## config.mk

```make
export PLATFORM = sky130hd
export DESIGN_NAME = cpc_store
export DESIGN_NICKNAME = d
export VERILOG_FILES = /design/src/cpc_pkg.sv /design/src/cpc_store.sv
export SDC_FILE = /design/constraint.sdc
export NUM_CORES = 2
export LEC_CHECK = 0
export BUFFER_PORTS_ARGS = -buffer_cell sky130_fd_sc_hd__buf_2
export CAP_MARGIN = 10
export CORE_UTILIZATION = 60
export DETAILED_ROUTE_END_ITERATION = 8
export MAX_ROUTING_LAYER = met4
export PLACE_DENSITY = 0.86
export SYNTH_ARGS = -nofsm -noshare
export SYNTH_HDL_FRONTEND = slang
export SYNTH_SLANG_ARGS = --single-unit
```

## constraint.sdc

```tcl
create_clock -name i_clk -period 2 [get_ports i_clk]
set_clock_uncertainty 0.15 [all_clocks]
set_input_delay 0.1 -clock i_clk [delete_from_list [all_inputs] [get_ports i_clk]]
set_output_delay 0.1 -clock i_clk [all_outputs]
set_load 0.03 [all_outputs]
```

## src/cpc_pkg.sv

```systemverilog
// Package for the contact point cache: word types, command codes and the
// fixed slot tables of the eviction area estimate.
// No dependencies.
package cpc_pkg;

    localparam int MAX_POINTS = 4;
    localparam int SLOT_W     = 2;
    localparam int ADDR_W     = 3;

    // Command codes
    localparam logic [1:0] FUNC_ADD     = 2'd0;
    localparam logic [1:0] FUNC_REFRESH = 2'd1;
    localparam logic [1:0] FUNC_CLEAR   = 2'd2;

    localparam logic [2:0]  NO_SLOT    = 3'd4;
    localparam logic [15:0] THR_RESET  = 16'd8;
    // register index, taken from paddr[2]
    localparam logic        REG_THR    = 1'b0;

    typedef struct packed {
        logic [1:0]  func;
        logic [47:0] local_point;
        logic [47:0] world_point_a;
        logic [47:0] world_point_b;
        logic [47:0] contact_normal;
        logic signed [15:0] depth;
    } t_cmd;

    typedef struct packed {
        logic [2:0] point_count;
        logic       stored;
        logic [2:0] replaced_slot;
        logic [2:0] removed_count;
    } t_result;

    typedef struct packed {
        logic [47:0] lp;
        logic [47:0] wa;
        logic [47:0] wb;
        logic [47:0] nm;
        logic [15:0] dp;
    } t_point;

    // Store write controls: new point and slot move
    typedef struct packed {
        logic              new_en;
        logic [SLOT_W-1:0] new_idx;
        logic              mv_en;
        logic [SLOT_W-1:0] mv_src;
        logic [SLOT_W-1:0] mv_dst;
    } t_wr;

    typedef enum logic [1:0] {
        SH_0  = 2'd0,
        SH_H  = 2'd1,
        SH_H1 = 2'd2,
        SH_2H = 2'd3
    } t_shift;

    // One operation of the shared multiply-accumulate unit
    typedef struct packed {
        logic   go;
        logic   to_sum;
        logic   neg;
        logic   clr_acc;
        logic   clr_sum;
        t_shift sh;
    } t_mop;

    typedef enum logic [5:0] {
        ST_IDLE = 6'b000001,
        ST_THR  = 6'b000010,
        ST_DUP  = 6'b000100,
        ST_DEEP = 6'b001000,
        ST_AREA = 6'b010000,
        ST_REF  = 6'b100000
    } t_state;

    // Area j: cross of (new - base) and (hi - lo)
    function automatic logic [SLOT_W-1:0] area_base(input logic [SLOT_W-1:0] j);
        area_base = (j == 2'd0) ? 2'd1 : 2'd0;
    endfunction

    function automatic logic [SLOT_W-1:0] area_hi(input logic [SLOT_W-1:0] j);
        area_hi = (j == 2'd3) ? 2'd2 : 2'd3;
    endfunction

    function automatic logic [SLOT_W-1:0] area_lo(input logic [SLOT_W-1:0] j);
        area_lo = (j == 2'd2 || j == 2'd3) ? 2'd1 : 2'd2;
    endfunction

    // Cross component k = a[p]*b[q] - a[q]*b[p]
    function automatic logic [1:0] cross_p(input logic [1:0] k);
        case (k)
            2'd0:    cross_p = 2'd1;
            2'd1:    cross_p = 2'd2;
            default: cross_p = 2'd0;
        endcase
    endfunction

    function automatic logic [1:0] cross_q(input logic [1:0] k);
        case (k)
            2'd0:    cross_q = 2'd2;
            2'd1:    cross_q = 2'd0;
            default: cross_q = 2'd1;
        endcase
    endfunction

endpackage

```

## src/cpc_store.sv

```systemverilog
// Point store of the contact point cache: four slots in flip-flops,
// one read index, a new-point write and a slot move per cycle.
// Depends on cpc_pkg.
module cpc_store (
    input  logic                         i_clk,
    input  cpc_pkg::t_wr                 i_wr,
    input  cpc_pkg::t_point              i_new,
    input  logic [cpc_pkg::SLOT_W-1:0]   i_rd_idx,
    output cpc_pkg::t_point              o_rd
);

    cpc_pkg::t_point r_slot [cpc_pkg::MAX_POINTS];
    cpc_pkg::t_point n_slot [cpc_pkg::MAX_POINTS];

    // move first, new word wins on the same slot
    always_comb begin
        n_slot = r_slot;
        if (i_wr.mv_en) begin
            n_slot[i_wr.mv_dst] = r_slot[i_wr.mv_src];
        end
        if (i_wr.new_en) begin
            n_slot[i_wr.new_idx] = i_new;
        end
    end

    always_ff @(posedge i_clk) begin
        r_slot <= n_slot;
    end

    assign o_rd = r_slot[i_rd_idx];

endmodule

```

* Word-level counts from Yosys, hierarchy flattened
Cells that the tools add are included.
** Operators by class
- Magnitude comparators :: 6
- Muxes and demuxes :: 14
- Bitwise operators :: 4
- Reduce and logical (&&, ||, !) cells :: 2
** Operators with widths (number)
- $bwmux W832 :: 2
- $mux W832 :: 2
- $mux W208 :: 6
- $bmux W208 S2 :: 2
- $demux W208 S2 :: 2
- $ge A3 B3 Y1 const B :: 4
- $not A2 Y3 :: 4
- $lt A3 B1 Y1 const B :: 2
- $logic_and A1 B1 Y1 :: 2
** Word-level totals
- Register bits after elaboration :: 832
- Bits of input ports :: 219
- Output and inout port bits :: 208
- Logic and storage cells :: 46

* Longest topological paths before layout
- Depth after elaboration :: 9
- Depth in mapped cells :: 7
- Depth with buffers taken out :: 3

* Worst setup path before layout
OpenSTA, ideal clock, no wires.
- Kind :: input port to flip-flop
- Start point :: in i_wr[3] (netlist name)
- End point :: reg r_slot[533] (netlist name)
- Library setup time :: 122 ps
- Data arrival time :: 1469 ps
- Required time :: 1728 ps
- Setup slack :: 259 ps
- Cell stages on the path :: 5
- Path buffers :: 3
- Cell sequence :: buf_2 buf_2 clkbuf_1 mux4_2 a221o_1
** RTL lines
- start, declared :: RTL line cpc_store.sv:6 : input cpc_pkg::t_wr i_wr,
- end signal, assigned :: RTL line cpc_store.sv:27 : r_slot <= n_slot;
- end, declared :: RTL line cpc_store.sv:12 : cpc_pkg::t_point r_slot [cpc_pkg::MAX_POINTS];

==> impl_metrics.toml <==
[floorplan]
initial_utilization_pct = 61.1
ios = 427
floorplan.die.height_um = 264
num_rows = 95
dieArea_um2 = 69900
die_w_um = 264
core_region_area_um2 = 67600

[critical_path]
critical_path_required_ns = 1.75
r2r_start = "r_slot[21]"
critical_path.cell_chain = "mux4_2 -> buf_6"
crit_path_end_kind = "output port"
setup.worst_path.start_class = "flop"
crit_arrival_ns = 1.76
timing.critical_path.slowest_cell_delay_ns = 0.59
cpLargestDelayFamily = "multiplexers"
critPathKind = "flop to output port"
crit_path_start = "r_slot[9]"
cp_num_buf_inv = 1
crit_fanout = 3
crit_slowest_cell = "sky130_fd_sc_hd__mux4_2"

[global_route]
grt.total_usage_pct = 40.6
grt_overflow_total = 0
global_route_wire_length_before_repair_um = 217000
first_global_vias = 37953
grt_start_max_net_pins = 123
antenna_violations_before_repair = 13

[placed_design]
gpl.final_weighted_congestion = 0.860
portBuffers = 426
post_dp_cell_area_um2 = 45100
hpwlAfterDp_um = 77100

[route]
wl_met2_um = 66100
drc = 0
route.top_layer_used = "met4"
detailroute.wirelength.met3_um = 17600
route.detailed.vias_per_inst = 7.66
detail-route-antenna-nets = 0
detailedRoute.firstPassIterationCount = 6
detailed_routing_wirelength_on_met1_um = 49600
routed_wirelength_um = 141000
drt_first_iter_violations = 5764
dr_total_vias = 36585
routed_wire_length_per_instance_um = 29.5

[synthesis]
syn-cell-area_um2 = 41300
synth_warnings = 0
postSynthRegisterBits = 832
yosys.area_share.simple_pct = 12.8
avgSynthCellArea_um2 = 12.5
mappedNetlistNets = 3515
main_combinational_cell_family_by_area_after_synthesis = "multiplexers"
synth_cell_types = 19
adder_cell_share_of_the_synthesized_area_pct = 0
synth-xor-area-share_pct = 0
fraction_of_the_yosys_area_taken_by_sequential_cells_pct = 40.3
share_of_synthesized_area_spent_on_multiplexers_pct = 22.7
synth_compound_area_share_pct = 20.2
syn_inst = 3296

[clock_tree]
clk_transition_reported_paths_ns = 0.07
cts_tree = "yes"
clock_path_buffers = 3
clock_latency_on_the_worst_skew_pair_ns = 0.64
cts_htree_levels = 3
tritoncts_num_sinks = 832
cts_made_buffers = 87
cts_root_buf = "sky130_fd_sc_hd__clkbuf_16"

[final_layout]
multi_input_comb_area_um2 = 23100
final_nets = 4037
layout.area.seq_um2 = 16700
layout-drive-gt1-share_pct = 30.2
most-common-layout-cells = "832 x sky130_fd_sc_hd__and2_1, 832 x sky130_fd_sc_hd__a221o_1, 819 x sky130_fd_sc_hd__dfxtp_1"
biggestRegsByFlops = "r_slot (832)"
layout.filler_cells = 3892
layout-area-overhead-vs-synth_pct = 21.7
regMostFlops = "r_slot"
stdcell_area_um2 = 50300
largest_register_ff_count = 832

[power]
power.ir.vdd_worst_uv = 810
post-layout-total-power_mw = 56.1
p_int_mw = 37.9
total_switching_power_mw = 18.1
power.sequential.fraction_pct = 42.0
total_leakage_power_nw = 20.3
cellPowerDensity_nw_per_um2 = 1120
fraction_of_power_spent_switching_nets_pct = 32.4
p_comb_share_pct = 28.1
clock_power_share_pct = 29.9

[timing]
slew_violations = 0
final_critical_path_setup_slack_ns = -0.0137
period_share_pct = 101
final-hold-violation-count = 0
timing.slew.headroom_pct = 36.0
achievable-frequency_mhz = 497
worst_pin_slew_ns = 0.959
rsz0062_at_grt = "yes"
final.min_clock_period_ns = 2.01
setup_viol = 1

[flow_run]
max_cap_violations = 0

[min_path]
hp-start = "i_wr[2]"
hold_path_class = "input pin to flop"

[outcome]
status = "complete, but fails checks"
violations = "negative setup slack"
[synth_stat cells, drive strengths merged]
master / instances / area, um2
and2: 832 / 5200
mux4: 416 / 9370
inv: 2 / 7.51
nor3b: 1 / 12.5
nand2: 1 / 3.75
nor2: 1 / 6.26
nor3: 1 / 5.00
and3b: 2 / 17.5
buf: 154 / 826
nor2b: 1 / 6.26
nand3: 1 / 5.00
a221o: 832 / 8330
nor4b: 2 / 17.5
dfxtp: 832 / 16700
a31oi: 3 / 18.8
clkbuf: 214 / 803
and3: 1 / 6.26
[stage by stage]
stage	cells	setup WS, ns	setup TNS (ns)	hold slack [ns]	util (%)
3_5_place_dp	4387	-0.0946	-9.69	0.282	66.7
4_1_cts	4755	-0.00291	-0.00291	0.0303	74.1
6_report	4775	-0.0137	-0.0137	0.0725	74.3
2_1_floorplan	3296	0.259	0	0.164	-
3_3_place_gp	4387	-0.0808	-10.13	0.276	66.7
5_1_grt	4771	-0.0440	-0.0807	0.0507	74.3
[logic make-up (layout without fill, tap and decap cells)]
logic type,count (synthesis),count (layout)
other,0,16
and+or+nand+nor,843,843
muxes,416,416
DFF,832,832
AOI/OAI and AO/OA,835,835
buffers and inverters,370,960
[timing repair]
item | 4_1_cts | 5_1_grt
hold buffers | 209 | 0
setup endpoints to repair | 2 | 15
gates cloned | 0 | 0
hold endpoints to repair | 832 | 0
setup buffers | 2 | 4
resized for setup | 7 | 42
[power by group through the flow]
stage	clock network, mW	logic, mW	registers, mW
final	16.8	15.8	23.5
after global routing	17.4	16.3	23.8
after CTS	16.7	15.1	23.1
after detailed placement	0	14.7	23.3
after global placement	0	14.3	23.1
after floorplan	0	11.1	22.4
[path summary, 6_finish.rpt]
path / endpoint / slack [ns] / depth (start not counted)
worst max-delay path: o_rd[9] / -0.01 / 2
worst min-delay path: r_slot[722] / 0.07 / 4
worst max register to register: r_slot[21] / 0.38 / 3
worst min register to register: r_slot[708] / 0.35 / 1
[metal layers]
metal,vias to the layer above,GRT usage (%)
met5,-,-
met4,0,24.1
met2,3433,61.8
li1,14529,-
met1,17928,48.8
met3,695,10.2
[tightest hold or removal path, stage by stage]
cell                      delay [ns]
sky130_fd_sc_hd__buf_8          0.12
sky130_fd_sc_hd__buf_12         0.16
sky130_fd_sc_hd__mux4_2         0.28
sky130_fd_sc_hd__a221o_1        0.14
[area by class of cell]
type	instances	share of cell area, %
sequential	832	33.2
clock inverter	32	0.677
clock buffer	125	5.12
multi-input combinational	2094	45.9
inverter	2	0.0149
antenna	16	0.0797
timing repair buffer	801	12.8
tap	873	2.17
(Power assumes the default switching activity.)
