==> src/cpc_pkg.sv <==
// Package for the contact point cache: word types, command codes and the
// fixed slot tables of the eviction area estimate.
// No dependencies.
package cpc_pkg;

    localparam int MAX_POINTS = 4;
    localparam int SLOT_W     = 2;
    localparam int ADDR_W     = 3;

    // Command codes
    localparam logic [1:0] FUNC_ADD     = 2'd0;
    localparam logic [1:0] FUNC_REFRESH = 2'd1;
    localparam logic [1:0] FUNC_CLEAR   = 2'd2;

    localparam logic [2:0]  NO_SLOT    = 3'd4;
    localparam logic [15:0] THR_RESET  = 16'd8;
    // register index, taken from paddr[2]
    localparam logic        REG_THR    = 1'b0;

    typedef struct packed {
        logic [1:0]  func;
        logic [47:0] local_point;
        logic [47:0] world_point_a;
        logic [47:0] world_point_b;
        logic [47:0] contact_normal;
        logic signed [15:0] depth;
    } t_cmd;

    typedef struct packed {
        logic [2:0] point_count;
        logic       stored;
        logic [2:0] replaced_slot;
        logic [2:0] removed_count;
    } t_result;

    typedef struct packed {
        logic [47:0] lp;
        logic [47:0] wa;
        logic [47:0] wb;
        logic [47:0] nm;
        logic [15:0] dp;
    } t_point;

    // Store write controls: new point and slot move
    typedef struct packed {
        logic              new_en;
        logic [SLOT_W-1:0] new_idx;
        logic              mv_en;
        logic [SLOT_W-1:0] mv_src;
        logic [SLOT_W-1:0] mv_dst;
    } t_wr;

    typedef enum logic [1:0] {
        SH_0  = 2'd0,
        SH_H  = 2'd1,
        SH_H1 = 2'd2,
        SH_2H = 2'd3
    } t_shift;

    // One operation of the shared multiply-accumulate unit
    typedef struct packed {
        logic   go;
        logic   to_sum;
        logic   neg;
        logic   clr_acc;
        logic   clr_sum;
        t_shift sh;
    } t_mop;

    typedef enum logic [5:0] {
        ST_IDLE = 6'b000001,
        ST_THR  = 6'b000010,
        ST_DUP  = 6'b000100,
        ST_DEEP = 6'b001000,
        ST_AREA = 6'b010000,
        ST_REF  = 6'b100000
    } t_state;

    // Area j: cross of (new - base) and (hi - lo)
    function automatic logic [SLOT_W-1:0] area_base(input logic [SLOT_W-1:0] j);
        area_base = (j == 2'd0) ? 2'd1 : 2'd0;
    endfunction

    function automatic logic [SLOT_W-1:0] area_hi(input logic [SLOT_W-1:0] j);
        area_hi = (j == 2'd3) ? 2'd2 : 2'd3;
    endfunction

    function automatic logic [SLOT_W-1:0] area_lo(input logic [SLOT_W-1:0] j);
        area_lo = (j == 2'd2 || j == 2'd3) ? 2'd1 : 2'd2;
    endfunction

    // Cross component k = a[p]*b[q] - a[q]*b[p]
    function automatic logic [1:0] cross_p(input logic [1:0] k);
        case (k)
            2'd0:    cross_p = 2'd1;
            2'd1:    cross_p = 2'd2;
            default: cross_p = 2'd0;
        endcase
    endfunction

    function automatic logic [1:0] cross_q(input logic [1:0] k);
        case (k)
            2'd0:    cross_q = 2'd2;
            2'd1:    cross_q = 2'd0;
            default: cross_q = 2'd1;
        endcase
    endfunction

endpackage

==> src/cpc_mac.sv <==
// Shared multiply-accumulate unit: one unsigned multiplier, a registered
// signed shifted term, and two accumulators (acc and sum).
// Depends on cpc_pkg.
module cpc_mac #(
    parameter int H  = 17,
    parameter int MW = 17,
    parameter int AW = 55,
    parameter int SW = 72
) (
    input  logic                 i_clk,
    input  logic                 i_rst_n,
    input  cpc_pkg::t_mop        i_mop,
    input  logic [MW-1:0]        i_x,
    input  logic [MW-1:0]        i_y,
    output logic signed [AW-1:0] o_acc,
    output logic signed [SW-1:0] o_sum
);

    // aligned product is never narrower than the sum it feeds
    localparam int TW = (2*MW + 2*H + 2 > SW) ? 2*MW + 2*H + 2 : SW;

    logic [2*MW-1:0]      prod;
    logic [TW-1:0]        wide;
    logic signed [SW-1:0] term;
    logic signed [SW-1:0] r_term;
    logic                 r_pend;
    logic                 r_dest;
    logic signed [AW-1:0] r_acc;
    logic signed [SW-1:0] r_sum;

    // multiply and align
    always_comb begin
        prod = i_x * i_y;
        case (i_mop.sh)
            cpc_pkg::SH_0:  wide = TW'(prod);
            cpc_pkg::SH_H:  wide = TW'(prod) << H;
            cpc_pkg::SH_H1: wide = TW'(prod) << (H + 1);
            cpc_pkg::SH_2H: wide = TW'(prod) << (2 * H);
            default:        wide = TW'(prod);
        endcase
        term = i_mop.neg ? -$signed(wide[SW-1:0]) : $signed(wide[SW-1:0]);
    end

    // product register
    always_ff @(posedge i_clk) begin
        if (!i_rst_n) begin
            r_pend <= 1'b0;
        end else begin
            r_pend <= i_mop.go;
        end
        r_term <= term;
        r_dest <= i_mop.to_sum;
    end

    // accumulate the registered term in the cycle after issue
    always_ff @(posedge i_clk) begin
        r_acc <= (i_mop.clr_acc ? '0 : r_acc)
               + ((r_pend && !r_dest) ? r_term[AW-1:0] : '0);
        r_sum <= (i_mop.clr_sum ? '0 : r_sum)
               + ((r_pend && r_dest) ? r_term : '0);
    end

    assign o_acc = r_acc;
    assign o_sum = r_sum;

endmodule

==> config.mk <==
export PLATFORM = sky130hd
export DESIGN_NAME = cpc_mac
export DESIGN_NICKNAME = d
export VERILOG_FILES = /design/src/cpc_pkg.sv /design/src/cpc_mac.sv
export SDC_FILE = /design/constraint.sdc
export NUM_CORES = 1
export LEC_CHECK = 0
export BUFFER_PORTS_ARGS = -buffer_cell sky130_fd_sc_hd__buf_2
export CAP_MARGIN = 25
export CORE_MARGIN = 2
export CORE_UTILIZATION = 60
export DETAILED_ROUTE_END_ITERATION = 6
export PLACE_DENSITY = 0.81
export RECOVER_POWER = 25
export SETUP_SLACK_MARGIN = 0.5
export SLEW_MARGIN = 25
export SYNTH_ARGS = -nofsm -noshare
export SYNTH_HDL_FRONTEND = slang
export SYNTH_SLANG_ARGS = --single-unit
==> constraint.sdc <==
create_clock -name i_clk -period 12.4 [get_ports i_clk]
set_input_delay 0 -clock i_clk [delete_from_list [all_inputs] [get_ports i_clk]]
set_output_delay 0 -clock i_clk [all_outputs]
set_load 0.005 [all_outputs]
* Yosys cells after proc, flatten, opt, wreduce, memory -nomap -nowiden
Cells that the tools add are included.
** Cells by class
- Add/sub/neg operators :: 3
- Multiply operators :: 1
- Equality and inequality tests :: 3
- Mux-type cells :: 6
- Reductions and logical operators :: 4
** Operator list (number)
- $pmux W72 S4 :: 1
- $mux W72 :: 3
- $mux W55 :: 2
- $add A72 B72 Y72 :: 1
- $neg A72 Y72 :: 1
- $add A55 B55 Y55 :: 1
- $mul A17 B17 Y34 :: 1
- $eq A2 B2 Y1 const B :: 2
- $eq A2 B1 Y1 const B :: 1
- $logic_and A1 B1 Y1 :: 2
- $logic_not A2 Y1 :: 1
- $logic_not A1 Y1 :: 1
** Word-level totals
- Register bits after elaboration :: 201
- Input bits :: 43
- Output and inout port bits :: 127
- Logic and storage cells :: 22

* Depth between registers and ports, before layout
Gate-level depths: netlist of the first run.
- Depth after elaboration :: 4
- Depth in mapped cells :: 30
- Depth with buffers taken out :: 26

* Least setup slack after synthesis of the first run
OpenSTA, ideal clock, no wires.
- Path kind :: input to register
- From :: input port i_y[10]
- To :: register r_term[63]
- Setup time :: 0.072 ns
- Data arrival time :: 7.135 ns
- Data required time :: 12.328 ns
- Path slack :: 5.193 ns
- Cell stages on the path :: 29
- Path buffers :: 4
- Cell sequence :: clkbuf_1 clkbuf_1 nand2_1 fa_1 inv_1 fa_1 inv_1 fa_1 inv_1 fa_1 fa_1 inv_1 fa_1 inv_1 ha_1 and4_1 nand4_1 or4_4 and2_4 o211a_2 buf_2 a221oi_2 nand4_1 or2_4 nand4b_4 or3_1 buf_2 o31ai_1 xnor2_1
** On the way
- Longest elaborated chain between the ends :: 4
** RTL lines
- start: declaration :: RTL line cpc_mac.sv:14 : input logic [MW-1:0] i_y,
- $mul A17 B17 Y34 * :: RTL line cpc_mac.sv:33 : prod = i_x * i_y;
- $pmux W72 S4 * :: RTL line cpc_mac.sv:34 : case (i_mop.sh)
- $neg A72 Y72 :: RTL line cpc_mac.sv:41 : term = i_mop.neg ? -$signed(wide[SW-1:0]) : $signed(wide[SW-1:0]);
- $mux W72 * :: RTL line cpc_mac.sv:41
- net term[63] :: RTL line cpc_mac.sv:24 : logic signed [SW-1:0] term;
- end signal: assignment :: RTL line cpc_mac.sv:51 : r_term <= term;
- end: declaration :: RTL line cpc_mac.sv:25 : logic signed [SW-1:0] r_term;
The timed path passes the listed nets; every way through them passes the cells marked *. The select of a mux whose other input is x is not followed.
A chain may end at the register's enable or synchronous reset.

* Worst setup path after layout of the first run
- From :: input port i_x[0]
- To :: register r_term[62]
** On the way
- Longest elaborated chain between the ends :: 4
** RTL lines
- start: declaration :: RTL line cpc_mac.sv:13 : input logic [MW-1:0] i_x,
- $mul A17 B17 Y34 * :: RTL line cpc_mac.sv:33
- $pmux W72 S4 * :: RTL line cpc_mac.sv:34
- $neg A72 Y72 :: RTL line cpc_mac.sv:41
- $mux W72 * :: RTL line cpc_mac.sv:41
- net term[62] :: RTL line cpc_mac.sv:24
Marks and branches as above.

==> flow_metrics.py, run 1 <==
metrics = {
    "layout": {
        "area_growth_syn_to_layout_pct": 7.29,
        "final_cells": 3776,
        "utilization_pct": 65.3,
        "nets": 3723,
        "drive_above_1_share_pct": 7.26,
        "final_area_um2": 27400,
        "antennaDiodeCount": 0,
    },
    "timing": {
        "fin_crit_sh_pct": 64.3,
        "tightest_slew_ns": 2.35,
        "drv_slew": 53,
        "relSlewSlack_pct": -57.0,
        "grt_setup_unrepaired": "false",
        "finalHoldViolations": 0,
        "fmax_mhz": 125,
        "tns_ns": 0,
        "min_period_ns": 7.98,
        "setup_viol": 0,
        "fin_skew_ns": 0.0108,
    },
    "clock_tree": {
        "cts_resized": 0,
        "cts_buffers": 24,
        "clkLatencyLatePin_ns": 0.53,
        "cts_setup_buffers": 0,
        "clockBufferDepth": 3,
        "htree_num_levels": 1,
        "cts_root_buf": "clkbuf_16",
        "cts_tree": "yes",
        "path_clk_slew_ns": 0.06,
        "cts.sinks": 201,
    },
    "status": {
        "outcome": "finished, violations left",
        "failed_checks": "capacitance limit, slew limit",
    },
    "grt": {
        "grt_pass1_wl_um": 117000,
        "grt_max_degree": 78,
        "grtUsageTotal_pct": 32.6,
        "grt_pass1_vias": 23283,
        "antenna_found_initial": 0,
        "grt-ovfl-total": 0,
    },
    "routing": {
        "dr.pass1.iters": 6,
        "drt-initial-drc-count": 1869,
        "final_antenna_net_count": 0,
        "dr_total_vias": 23155,
        "post-route-drc-count": 0,
        "post_drt_wl_per_cell_um": 19.1,
        "via_per_inst": 6.13,
        "wl_um": 72100,
    },
    "logic_synthesis": {
        "synth_commonest_cells": "inv_1, nand2_1, ha_1",
        "seq_area_frac_synth_pct": 15.7,
        "synth_nets": 3657,
        "synthMostInstantiatedCell": "inv_1",
        "syn-instance-count": 3154,
        "yosysTopAreaCellShare_pct": 17.7,
        "synth_cell_types": 95,
        "yosys_warnings": 0,
        "synth_edf_count": 0,
        "ys_top_cells_by_area": "fa_1, dfxtp_1, ha_1, inv_1, nand2_1",
        "syn_area_um2": 25600,
        "async_flop_share_pct": 0,
        "syn-mean-instance-area_um2": 8.11,
        "synth_flop_cell": "dfxtp_1",
        "synth_top_cell_by_area": "fa_1",
        "ys_ff_latch": 201,
    },
    "floorplanning": {
        "die_w_um": 210,
        "ios": 170,
        "rows": 75,
        "core_area_um2": 42000,
        "dieArea_um2": 44300,
        "die_h_um": 210,
        "start_util_pct": 60.9,
    },
    "hold_path": {
        "worstHoldStart": "i_y[0]",
        "min_path_type": "in2reg",
    },
    "place": {
        "portBuffers": 169,
        "placedInstanceArea_um2": 26700,
        "place.gp.congestion": 0.977,
        "placed_cells": 3729,
        "post-dp-hpwl_um": 56800,
    },
    "flow_run": {
        "cap_violations": 1,
    },
    "critical_path": {
        "worstPathMaxFanout": 21,
        "endpoint_kind": "flip-flop",
        "start_kind": "input pin",
        "crit_start": "i_x[0]",
        "r2r_start": "r_pend",
        "path_class": "in2reg",
        "crit_required_ns": 12.82,
        "crit_arrival_ns": 8.40,
    },
}
-- final cells by class --
type	instances	area (µm²)
multi-input combinational	2463	19700
timing repair buffer	187	941
sequential	201	4030
clock inverter	7	87.6
tap	539	674
clock buffer	36	717
fill	3645	14600
inverter	343	1290
-- stage by stage --
stage          setup slack [ns]  hold slack (ns)
2_1_floorplan              5.19           0.0277
3_3_place_gp               4.44            0.105
3_5_place_dp               4.42            0.108
4_1_cts                    4.54           0.0239
5_1_grt                    4.00           0.0838
6_report                   4.42           0.0622
-- what timing repair did --
| item | 4_1_cts | 5_1_grt |
|---|---|---|
| hold buffers | 4 | 0 |
| hold endpoints to repair | 3 | 0 |
| setup endpoints to repair | 0 | 0 |
-- layout by cell type (no fill, tap or decap), drive strengths merged, types with 10 or more instances in the layout --
cell type  count
a21o         107
buf          144
xnor2        126
a31oi         21
nand3         42
nor3          40
xor2          62
nand2b        28
o311ai        11
a21oi        183
a211oi        25
inv          343
ha           234
a211o         12
and3         102
o21ai        142
or3           20
dfxtp        201
or2           17
o31a          11
clkbuf        75
a2111oi       10
nand2        321
nor2         130
and2         190
fa           226
nand4         22
o211ai        20
o21bai        26
o31ai         18
o21a          36
nor2b        141
-- sequential cells by signal, indices dropped and copies added (netlist names) --
| register | flops |
|---|---|
| o_acc | 55 |
| o_sum | 72 |
| r_dest | 1 |
| r_pend | 1 |
| r_term | 72 |
-- critical path: stages --
cell	delay, ns
dlygate4sd3_1	0.51
buf_2	0.39
nand2_1	0.16
fa_1	0.53
fa_1	0.56
inv_1	0.07
fa_1	0.46
fa_1	0.52
fa_1	0.54
inv_1	0.06
fa_1	0.53
inv_1	0.04
ha_1	0.45
nand2_1	0.16
nor2_1	0.12
o2111ai_1	0.25
o211a_1	0.36
a2111oi_0	0.88
nor2_1	0.21
o211ai_1	0.51
nor4_1	0.12
and3_1	0.32
nand3_2	0.22
o21ai_0	0.13
o31a_1	0.27
-- cells by family (layout without fill, tap and decap cells) --
kind of cell	after synthesis	after routing	synth area share, %
AO/OA/AOI/OAI	718	718	18.8
XOR/XNOR	188	188	6.47
adder cells (fa/ha/maj)	460	460	29.1
buffers and inverters	490	573	7.25
flip-flops	201	201	15.7
multiplexers	7	7	0.274
AND/OR/NAND/NOR	1090	1090	22.4
-- path summary, 6_finish.rpt --
check,endpoint,slack (ns),cells past startpoint
worst max-delay path,r_term[62],4.42,25
worst min-delay path,r_term[0],0.06,3
worst max register to register,o_acc[54],6.31,19
worst min register to register,o_acc[0],0.60,2
-- per-layer routing --
| layer | track usage (%) | vias to the layer above | routed length [µm] |
|---|---|---|---|
| li1 | - | 10792 | - |
| met1 | 42.7 | 11178 | 30400 |
| met2 | 55.7 | 1005 | 33800 |
| met3 | 3.92 | 180 | 5370 |
| met4 | 11.8 | 0 | 2650 |
| met5 | 0 | - | 0 |
Power of run 1 is left out: the tool's default activity adds up to more than one toggle a clock period on the data nets, which glitch-free logic cannot reach.
==> run 2: changes to the inputs <==
--- a/config.mk
+++ b/config.mk
@@ -8,7 +8,7 @@
 export BUFFER_PORTS_ARGS = -buffer_cell sky130_fd_sc_hd__buf_2
 export CAP_MARGIN = 25
 export CORE_MARGIN = 2
-export CORE_UTILIZATION = 60
+export CORE_UTILIZATION = 57
 export DETAILED_ROUTE_END_ITERATION = 6
 export PLACE_DENSITY = 0.81
 export RECOVER_POWER = 25
==> constraint.sdc (replaced) <==
create_clock -name i_clk -period 6.9 [get_ports i_clk]
set_input_delay 0 -clock i_clk [delete_from_list [all_inputs] [get_ports i_clk]]
set_output_delay 0 -clock i_clk [all_outputs]
set_load 0.005 [all_outputs]
==> flow_metrics.py, run 2 (synthesized netlist as in run 1, its figures left out) <==
metrics = {
    "status": {
        "outcome": "finished, violations left",
        "failed_checks": "capacitance limit, slew limit",
    },
    "critical_path": {
        "cp_common_cell": "buf_4",
        "crit_arrival_ns": 6.95,
        "crit_path_top_delay_cell": "fa_2",
        "cp_slowest_stage_delay_ns": 0.55,
        "crit_required_ns": 7.34,
        "start_kind": "input pin",
        "path_class": "in2reg",
        "worstPathMaxFanout": 8,
        "endpoint_kind": "flip-flop",
    },
    "layout": {
        "utilization_pct": 70.8,
        "nets": 4053,
        "antennaDiodeCount": 0,
        "area_growth_syn_to_layout_pct": 22.4,
        "final_cells": 4157,
        "layout_common_cells": "buf_4, inv_1, nand2_1",
        "drive_above_1_share_pct": 20.4,
        "mostFrequentLayoutCell": "buf_4",
    },
    "floorplanning": {
        "ios": 170,
        "start_util_pct": 57.9,
        "die_w_um": 216,
        "die_h_um": 216,
        "dieArea_um2": 46600,
        "rows": 77,
        "core_area_um2": 44200,
    },
    "timing": {
        "grt_setup_unrepaired": "true",
        "fin_skew_ns": 0.0157,
        "fmax_mhz": 154,
        "fin_crit_sh_pct": 94.4,
        "tightest_slew_ns": 2.69,
        "drv_slew": 59,
        "relSlewSlack_pct": -79.4,
        "setup_viol": 0,
        "whs_ns": 0.0419,
        "finalHoldViolations": 0,
        "min_period_ns": 6.51,
    },
    "place": {
        "portBuffers": 169,
        "place.gp.congestion": 1.04,
        "placed_cells": 4063,
        "post-dp-hpwl_um": 60100,
    },
    "routing": {
        "dr_total_vias": 24408,
        "dr.pass1.iters": 6,
        "via_per_inst": 5.87,
        "post_drt_wl_per_cell_um": 18.1,
        "drt-initial-drc-count": 2063,
        "post-route-drc-count": 0,
        "wl_um": 75400,
        "final_antenna_net_count": 0,
    },
    "grt": {
        "grt-ovfl-total": 0,
        "antenna_found_initial": 0,
        "grt_pass1_vias": 24652,
        "grtUsageTotal_pct": 31.8,
        "grt_max_degree": 78,
        "grt_pass1_wl_um": 123000,
    },
    "clock_tree": {
        "cts_root_buf": "clkbuf_16",
        "cts.sinks": 201,
        "clkLatencyLatePin_ns": 0.52,
        "cts_buffers": 23,
        "cts_tree": "yes",
        "htree_num_levels": 1,
        "path_clk_slew_ns": 0.06,
        "clockBufferDepth": 3,
    },
    "hold_path": {
        "min_path_type": "in2reg",
    },
    "flow_run": {
        "cap_violations": 1,
    },
}
run 2: per-stage QoR:
stage	instance area (µm²)	setup WS, ns	setup TNS [ns]
global route	31300	0.138	0
floorplan	26300	0.338	0
detailed placement	29300	-0.419	-10.37
finish	31300	0.389	0
CTS	30700	0.476	0
global placement	29300	-0.340	-6.39
run 2: worst max-delay path, delay by kind of cell:
kind                     cells  cell delay [ns]
AO/OA/AOI/OAI                5             0.89
XOR/XNOR                     1             0.14
adder cells (fa/ha/maj)      7             3.31
buffers and inverters       11             1.24
AND/OR/NAND/NOR              6             1.38
run 2: path summary, 6_finish.rpt:
path | startpoint | slack, ns | depth (start not counted) | to
worst min-delay path | i_y[0] | 0.04 | 3 | r_term[0]
worst max register to register | r_pend | 1.06 | 16 | o_acc[54]
worst max-delay path | i_y[5] | 0.39 | 30 | r_term[63]
worst min register to register | r_term[0] | 0.61 | 2 | o_acc[0]
run 2: final cells by class:
class / count / area, µm²
sequential: 201 / 4030
multi-input combinational: 2463 / 20800
clock inverter: 6 / 108
fill: 3379 / 12900
inverter: 343 / 1290
timing repair buffer: 518 / 3640
clock buffer: 34 / 667
tap: 592 / 741
run 2: timing repair:
action / CTS / global route
hold buffers: 3 / 0
pin swaps: 65 / 64
buffers inserted: 32 / 19
hold endpoints to repair: 2 / 0
setup endpoints to repair: 37 / 39
gates resized for setup: 92 / 104
run 2: per-layer routing:
layer / vias to the layer above / global-route usage (%) / routed length (µm)
li1: 11424 / - / -
met5: - / 0 / 0
met2: 1050 / 55.4 / 36400
met1: 11727 / 40.2 / 30800
met4: 0 / 13.1 / 2950
met3: 207 / 3.50 / 5200
Power of run 2 is left out for the same reason.
